--- src/hw/rtl/boundary_region_labeling_top_defines.svh ---
// assertion macros for the boundary region labeler
// clk and rst_n are taken from the scope of the use
`ifndef BOUNDARY_REGION_LABELING_TOP_DEFINES_SVH
`define BOUNDARY_REGION_LABELING_TOP_DEFINES_SVH

`ifndef SYNTH

// same-cycle implication
`define BRL_ASSERT_NOW(lbl, ante, cons) \
  lbl: assert property (@(posedge clk) disable iff (!rst_n) (ante) |-> (cons)) \
    else $error("boundary labeler check failed");

// next-cycle implication
`define BRL_ASSERT_NEXT(lbl, ante, cons) \
  lbl: assert property (@(posedge clk) disable iff (!rst_n) (ante) |=> (cons)) \
    else $error("boundary labeler check failed");

`else

`define BRL_ASSERT_NOW(lbl, ante, cons)
`define BRL_ASSERT_NEXT(lbl, ante, cons)

`endif

`endif

--- src/hw/rtl/brl_pkg.sv ---
package brl_pkg;

  localparam int DEF_MAX_WIDTH  = 64;
  localparam int DEF_MAX_HEIGHT = 64;

  localparam int CFG_IDX_W  = 1;
  localparam int CFG_DATA_W = 7;
  localparam int LABEL_W    = 12;
  localparam int INDEX_W    = 12;

  localparam logic [CFG_IDX_W-1:0]  CFG_IMAGE_WIDTH  = 1'd0;
  localparam logic [CFG_IDX_W-1:0]  CFG_IMAGE_HEIGHT = 1'd1;
  localparam logic [CFG_DATA_W-1:0] RST_IMAGE_WIDTH  = 7'd64;
  localparam logic [CFG_DATA_W-1:0] RST_IMAGE_HEIGHT = 7'd64;

  localparam logic CMD_LOAD = 1'b0;
  localparam logic CMD_READ = 1'b1;

  localparam logic KIND_DONE  = 1'b0;
  localparam logic KIND_LABEL = 1'b1;

  localparam logic [LABEL_W-1:0] LABEL_TOP = 12'd4095;

  // luma weights and compositing constants
  localparam logic [13:0] LUMA_R     = 14'd4899;
  localparam logic [13:0] LUMA_G     = 14'd9617;
  localparam logic [13:0] LUMA_B     = 14'd1868;
  localparam logic [13:0] LUMA_BIAS  = 14'd8192;
  localparam int          LUMA_SHIFT = 14;
  localparam logic [7:0]  ALPHA_MAX  = 8'd255;
  localparam logic [6:0]  ROUND_BIAS = 7'd127;
  localparam int          BND_THRESH = 128;
  // floor(x / 255) <= 128 holds exactly when x < 129 * 255
  localparam logic [16:0] BND_LIMIT  = 17'((BND_THRESH + 1) * 255);

  typedef struct packed {
    logic                 cmd;
    logic [31:0]          pixel_rgba;
    logic                 last_pixel;
    logic [INDEX_W-1:0]   read_index;
  } in_item_t;

  typedef struct packed {
    logic                 result_kind;
    logic [LABEL_W-1:0]   result_value;
  } out_item_t;

  typedef enum logic [1:0] {
    NB_LEFT,
    NB_RIGHT,
    NB_UP,
    NB_DOWN
  } nb_dir_t;

  typedef enum logic [3:0] {
    ST_CLR,
    ST_IDLE,
    ST_LD_MUL,
    ST_LD_LUMA,
    ST_LD_WR,
    ST_RD_ADDR,
    ST_RD_DATA,
    ST_LB_CLR,
    ST_SEED_RD,
    ST_SEED_CHK,
    ST_POP,
    ST_POP_WAIT,
    ST_NB_RD,
    ST_NB_CHK,
    ST_DONE
  } state_t;

  typedef struct packed {
    logic accept;
    logic clr_all;
    logic ld_mul;
    logic ld_luma;
    logic ld_wr;
    logic rd_addr;
    logic rd_out;
    logic lb_clr;
    logic seed_rd;
    logic seed_chk;
    logic pop;
    logic pop_pos;
    logic nb_rd;
    logic nb_chk;
    logic done_out;
  } ctl_cmd_t;

  typedef struct packed {
    logic last;
    logic clr_all_last;
    logic lb_clr_last;
    logic pix_free;
    logic seed_last;
    logic q_empty;
    logic nb_last;
  } dp_stat_t;

endpackage

--- src/hw/rtl/brl_ctrl.sv ---
module brl_ctrl (
  input  logic              clk,
  input  logic              rst_n,
  input  logic              start,
  input  logic              in_cmd,
  input  brl_pkg::dp_stat_t stat,
  output logic              busy,
  output brl_pkg::ctl_cmd_t cmd
);
  import brl_pkg::*;

  state_t state_r;
  state_t state_nxt;

  always_ff @(posedge clk) begin
    if (!rst_n) begin
      state_r <= ST_CLR;
    end else begin
      state_r <= state_nxt;
    end
  end

  always_comb begin
    state_nxt = state_r;
    unique case (state_r)
      ST_CLR:      if (stat.clr_all_last) state_nxt = ST_IDLE;
      ST_IDLE: begin
        if (start) state_nxt = (in_cmd == CMD_READ) ? ST_RD_ADDR : ST_LD_MUL;
      end
      ST_LD_MUL:   state_nxt = ST_LD_LUMA;
      ST_LD_LUMA:  state_nxt = ST_LD_WR;
      ST_LD_WR:    state_nxt = stat.last ? ST_LB_CLR : ST_IDLE;
      ST_RD_ADDR:  state_nxt = ST_RD_DATA;
      ST_RD_DATA:  state_nxt = ST_IDLE;
      ST_LB_CLR:   if (stat.lb_clr_last) state_nxt = ST_SEED_RD;
      ST_SEED_RD:  state_nxt = ST_SEED_CHK;
      ST_SEED_CHK: begin
        priority if (stat.pix_free) state_nxt = ST_POP;
        else if (stat.seed_last)    state_nxt = ST_DONE;
        else                        state_nxt = ST_SEED_RD;
      end
      ST_POP: begin
        priority if (!stat.q_empty) state_nxt = ST_POP_WAIT;
        else if (stat.seed_last)    state_nxt = ST_DONE;
        else                        state_nxt = ST_SEED_RD;
      end
      ST_POP_WAIT: state_nxt = ST_NB_RD;
      ST_NB_RD:    state_nxt = ST_NB_CHK;
      ST_NB_CHK:   state_nxt = stat.nb_last ? ST_POP : ST_NB_RD;
      ST_DONE:     state_nxt = ST_IDLE;
    endcase
  end

  always_comb begin
    cmd  = '0;
    busy = (state_r != ST_IDLE);
    unique case (state_r)
      ST_CLR:      cmd.clr_all  = 1'b1;
      ST_IDLE:     cmd.accept   = start;
      ST_LD_MUL:   cmd.ld_mul   = 1'b1;
      ST_LD_LUMA:  cmd.ld_luma  = 1'b1;
      ST_LD_WR:    cmd.ld_wr    = 1'b1;
      ST_RD_ADDR:  cmd.rd_addr  = 1'b1;
      ST_RD_DATA:  cmd.rd_out   = 1'b1;
      ST_LB_CLR:   cmd.lb_clr   = 1'b1;
      ST_SEED_RD:  cmd.seed_rd  = 1'b1;
      ST_SEED_CHK: cmd.seed_chk = 1'b1;
      ST_POP:      cmd.pop      = 1'b1;
      ST_POP_WAIT: cmd.pop_pos  = 1'b1;
      ST_NB_RD:    cmd.nb_rd    = 1'b1;
      ST_NB_CHK:   cmd.nb_chk   = 1'b1;
      ST_DONE:     cmd.done_out = 1'b1;
    endcase
  end

endmodule

--- config.mk ---
export PLATFORM = sky130hd
export DESIGN_NAME = brl_ctrl
export DESIGN_NICKNAME = d
export VERILOG_FILES = /design/src/hw/rtl/boundary_region_labeling_top_defines.svh /design/src/hw/rtl/brl_pkg.sv /design/src/hw/rtl/brl_ctrl.sv
export SDC_FILE = /design/constraint.sdc
export NUM_CORES = 1
export LEC_CHECK = 0
export BUFFER_PORTS_ARGS = -buffer_cell sky130_fd_sc_hd__buf_2
export CORE_MARGIN = 5
export CORE_UTILIZATION = 35
export CTS_BUF_LIST = sky130_fd_sc_hd__clkbuf_8
export DETAILED_ROUTE_END_ITERATION = 8
export GPL_ROUTABILITY_DRIVEN = 0
export PLACE_DENSITY = 0.65
export SLEW_MARGIN = 10
export SYNTH_ARGS = -nofsm -noshare
export SYNTH_HDL_FRONTEND = slang
export SYNTH_SLANG_ARGS = --single-unit
--- constraint.sdc ---
create_clock -name clk -period 1.8 [get_ports clk]
set_clock_uncertainty 0.05 [all_clocks]
set_input_delay 0.36 -clock clk [delete_from_list [all_inputs] [get_ports clk]]
set_output_delay 0.36 -clock clk [all_outputs]
set_load 0.05 [all_outputs]
==> impl_metrics.json, run 1 <==
{
  "syn_area_um2": 497,
  "layout_min_cycle_time_ps": 1750,
  "postLayoutCoreUtil_pct": 56.2,
  "biggestRegsByFlops": "state_r: 4 flops",
  "power.share.sequential_pct": 23.5,
  "p_per_area_nw_per_um2": 603,
  "clk_pin_slew_ps": 30,
  "clkLatencyLatePin_ps": 210,
  "cts_sinks": 4,
  "synth_edf_count": 0,
  "pre_cts_slack_ps": 121,
  "timing.final.ws_setup_ps": 49.8,
  "grt_pass1_wl_um": 2280,
  "ys_seq_elements": 4,
  "crit_buf_inv": 2,
  "comb_power_share_pct": 35.7,
  "cp_top_family": "buffers and inverters",
  "track_usage_pct": 13.7,
  "setup_violations": 0,
  "hold_path.class": "primary input to flop",
  "post_synth.cell_area_avg_um2": 7.10,
  "fin_nets": 115,
  "netSwitchingFraction_pct": 33.2,
  "root_buffer": "clkbuf_8",
  "ir_drop_v": 0.000452,
  "synth_cells": 70,
  "grt-ovfl-total": 0,
  "synth_async_sr_flop_share_pct": 0,
  "ys_seq_area_share_pct": 16.1,
  "synthToLayoutAreaGrowth_pct": 49.1,
  "grt_pass1_vias": 566,
  "hold_viol_final": 0,
  "cp-end-kind": "output port",
  "power.share.clock_pct": 40.8,
  "antenna_cells": 0,
  "wirelength_um": 1410,
  "via_per_inst": 5.23,
  "ys_warn_count": 0,
  "cpPeakStageDelay_ps": 380,
  "crit_cells": 3,
  "top_register": "state_r",
  "cts_made_buffers": 3,
  "route.detailed.drc": 0,
  "io_pins": 27,
  "max_slew_margin_pct": 82.5,
  "startpoint_type": "flop",
  "outcome": "completed",
  "r2r_cells": 5,
  "synth_ff_type": "dfxtp_1",
  "finalMaxSlewViolations": 0,
  "ctsHoldBuffers": 0,
  "largest_register_ffs": 4,
  "hold_depth": 3,
  "clock_path_buffers": 2,
  "drtIter0Drc": 18,
  "dp_hpwl_um": 1100,
  "max_cap_violations": 0,
  "via_count": 612,
  "synthDistinctLibCells": 33,
  "final_common_cell": "buf_2",
  "post_cts_buffers": 0,
  "rows": 13,
  "wl_per_cell_um": 12.1,
  "antenna_found_initial": 0,
  "cts_max_level": 1,
  "grt_start_max_net_pins": 14,
  "port_buffers": 26,
  "drive_gt1_share_pct": 52.9,
  "rsz0062_at_grt": "true",
  "p_int_w": 0.000298,
  "cts_tree": "done",
  "fmaxAchievable_mhz": 571,
  "dieHeight_um": 47.7,
  "cp_slowest_cell": "dfxtp_2",
  "path_cells": "buf_4 > nor4_2 > buf_4",
  "p_leak_nw": 0.350,
  "critPathKind": "flop to output port",
  "fin_setup_tns_ps": 0,
  "antenna_left": 0,
  "die_w_um": 47.7,
  "worst_slew_pin_slew_ps": 261,
  "post-route-period-util_pct": 97.2,
  "crit_top_cell": "buf_4",
  "crit_arrival_ps": 1340,
  "initial_core_util_pct": 37.7,
  "switching_power_w": 0.000148,
  "critPathMaxFanout": 13,
  "cp.required_ps": 1390,
  "core_region_area_um2": 1320,
  "die-area_um2": 2270,
  "drt-pass1-iter-count": 4,
  "mostFrequentLayoutCells": "buf_2, buf_4, nor2_1",
  "syn-num-nets": 81
}
[cell usage after synthesis, drive strengths merged, types with 2 or more instances]
| master | number | share of area (%) |
|---|---|---|
| a31oi | 3 | 3.8 |
| o21ai | 3 | 3.0 |
| dfxtp | 4 | 16 |
| and2b | 2 | 3.3 |
| buf | 5 | 9.8 |
| nand3b | 2 | 3.0 |
| nand2 | 6 | 4.5 |
| o311a | 2 | 4.0 |
| nor2 | 11 | 8.3 |
| nand2b | 4 | 5.5 |
| nor3 | 7 | 8.1 |
| a21oi | 5 | 5.0 |
[final cells by class]
class	count	area (um^2)
fillers	122	577
repair buffers	35	205
flip-flops and latches	4	83.8
inverters	1	3.75
clock buffers	3	41.3
well taps	15	18.8
multi-input cells	59	388
[through the flow]
stage	instance area [um^2]	hold WS (ps)	total power, W	std cells
5_1_grt	741	398	0.000472	117
2_1_floorplan	534	438	0.000226	70
6_report	741	377	0.000447	117
3_5_place_dp	688	596	0.000263	114
4_1_cts	734	374	0.000453	117
3_3_place_gp	688	599	0.000262	114
[cell families after synthesis]
group | share of synthesized area (%)
simple gates | 44.3
compound gates | 26.2
flops | 16.1
buf+inv | 13.3
[path summary, 6_finish.rpt]
check / start / slack, ps / endpoint
worst max-delay path: state_r[1]$_SDFFE_PN0P_ / 50 / cmd[13]
worst min-delay path: rst_n / 380 / state_r[0]$_SDFFE_PN0P_
worst max register to register: state_r[0]$_SDFFE_PN0P_ / 370 / state_r[2]$_SDFFE_PN0P_
worst min register to register: state_r[3]$_SDFFE_PN0P_ / 610 / state_r[2]$_SDFFE_PN0P_
[worst min-delay path: stages]
cell     delay, ps
buf_2          130
nand2_1         60
o21ai_1         50
[per-layer routing]
metal | part of all wire (%) | up-vias | global-route usage, %
met2 | 50 | 14 | 24.1
met3 | 5.2 | 0 | 2.26
met5 | 0 | - | 0
met1 | 44 | 271 | 17.4
met4 | 0 | 0 | 3.23
li1 | - | 327 | -
[what timing repair did]
action	CTS	global route
resized for setup	3	4
endpoints found under the hold margin	0	0
endpoints found under the setup margin	8	8
gates cloned	0	0
[power by group through the flow]
stage          sequential [W]  combinational, W  clock (W)
2_1_floorplan       0.0000987          0.000127          0
5_1_grt              0.000106          0.000174   0.000192
4_1_cts              0.000105          0.000160   0.000188
6_report             0.000105          0.000159   0.000182
3_5_place_dp         0.000106          0.000157          0
3_3_place_gp         0.000106          0.000157          0
Power figures use the tool's default switching activity.
==> inputs of run 2 (changes only) <==
- SETUP_SLACK_MARGIN: default -> 0.1
==> impl_metrics.json, run 2 (synthesized netlist as in run 1, its figures left out) <==
{
  "finalPower_w": 0.000442,
  "via_count": 605,
  "startpoint_type": "flop",
  "mostFrequentLayoutCells": "buf_2, nor2_1, buf_4",
  "holdWs_ps": 362,
  "max_slew_margin_pct": 81.0,
  "clk_pin_slew_ps": 30,
  "clock_path_buffers": 2,
  "postPlaceCellArea_um2": 657,
  "power.share.sequential_pct": 23.8,
  "critPathMaxFanout": 11,
  "post-route-period-util_pct": 91.3,
  "cts_made_buffers": 3,
  "via_per_inst": 5.35,
  "p_leak_nw": 0.340,
  "route.detailed.drc": 0,
  "port_buffers": 26,
  "p_per_area_nw_per_um2": 594,
  "max_cap_violations": 0,
  "drt-pass1-iter-count": 4,
  "cts_sinks": 4,
  "rrSetupSlack_ps": 410,
  "drive_gt1_share_pct": 52.0,
  "finalMaxSlewViolations": 0,
  "grt_pass1_vias": 482,
  "switching_power_w": 0.000149,
  "ir_drop_v": 0.000358,
  "crit-reg2reg-launch": "state_r[3]$_SDFFE_PN0P_",
  "comb_power_share_pct": 34.4,
  "rows": 13,
  "track_usage_pct": 12.6,
  "dieHeight_um": 47.7,
  "cp.required_ps": 1390,
  "clkLatencyLatePin_ps": 210,
  "largest_register_ffs": 4,
  "wirelength_um": 1400,
  "fin_nets": 111,
  "wl_per_cell_um": 12.4,
  "hold_path.class": "primary input to flop",
  "cts_tree": "done",
  "fmaxAchievable_mhz": 608,
  "hold_viol_final": 0,
  "die_w_um": 47.7,
  "die-area_um2": 2270,
  "timing.final.ws_setup_ps": 156,
  "top_register": "state_r",
  "crit_path_start": "state_r[3]$_SDFFE_PN0P_",
  "antenna_cells": 0,
  "hp-start": "rst_n",
  "power.share.clock_pct": 41.7,
  "crit_arrival_ps": 1230,
  "io_pins": 27,
  "p_int_w": 0.000293,
  "synthToLayoutAreaGrowth_pct": 49.9,
  "fill_cells": 132,
  "biggestRegsByFlops": "state_r: 4 flops",
  "antenna_left": 0,
  "grt-ovfl-total": 0,
  "root_buffer": "clkbuf_8",
  "final_common_cell": "buf_2",
  "cts_max_level": 1,
  "outcome": "completed",
  "rsz0062_at_grt": "true",
  "worst_slew_pin_slew_ps": 283,
  "ctsHoldBuffers": 0,
  "pre_cts_slack_ps": 112,
  "antenna_found_initial": 0,
  "cp-end-kind": "output port",
  "dp_hpwl_um": 1120,
  "initial_core_util_pct": 37.7,
  "layout_min_cycle_time_ps": 1640,
  "drtIter0Drc": 8,
  "post_cts_buffers": 0,
  "critPathKind": "flop to output port",
  "grt_start_max_net_pins": 17,
  "grt_pass1_wl_um": 2050,
  "setup_violations": 0,
  "netSwitchingFraction_pct": 33.8,
  "core_region_area_um2": 1320,
  "postLayoutCellArea_um2": 744
}
[run 2: cell types whose count changed in the layout (fill, tap and decap cells not counted), sizes merged]
cell	before	now
clkbuf	4	9
buf	34	25
[run 2: routing by layer]
metal / up-vias / global-route usage [%] / share of wire (%)
li1: 315 / - / -
met1: 266 / 17.1 / 46
met2: 24 / 19.8 / 45
met3: 0 / 2.26 / 9.1
met4: 0 / 4.84 / 0
met5: - / 0 / 0
[run 2: worst max-delay path, stage by stage (launching register included)]
cell,delay [ps]
dfxtp_4,370
buf_4,180
nand2b_1,160
nor2_1,100
buf_4,200
[run 2: layout make-up]
class,instances,area (um^2),share of cell area [%]
Inverter,1,3.75,0.504
Tap cell,15,18.8,2.52
Clock buffer,3,41.3,5.55
Multi-Input combinational cell,59,387,51.9
Sequential cell,4,95.1,12.8
Timing Repair Buffer,31,199,26.7
[run 2: worst paths after layout]
kind,endpoint,cells after the start
worst max-delay path,cmd[11],4
worst max register to register,state_r[1]$_SDFFE_PN0P_,5
worst min-delay path,state_r[0]$_SDFFE_PN0P_,3
worst min register to register,state_r[3]$_SDFFE_PN0P_,2
[run 2: per-stage QoR]
stage | setup TNS, ps | cells | utilization (%)
after floorplan | -398 | 70 | -
after global placement | 0 | 110 | 49.9
after detailed placement | 0 | 110 | 49.9
after CTS | 0 | 113 | 54.1
after global routing | 0 | 113 | 56.5
final | 0 | 113 | 56.5
[run 2: timing repair]
action,4_1_cts,5_1_grt
resized for setup,8,13
pin swaps,0,0
endpoints found under the setup margin,16,16
[run 2: power by group through the flow]
stage	clock (W)	sequential (W)	combinational, W
2_1_floorplan	0	0.0000987	0.000126
3_3_place_gp	0	0.000109	0.000147
3_5_place_dp	0	0.000108	0.000148
4_1_cts	0.000193	0.000108	0.000149
5_1_grt	0.000198	0.000107	0.000164
6_report	0.000185	0.000105	0.000152
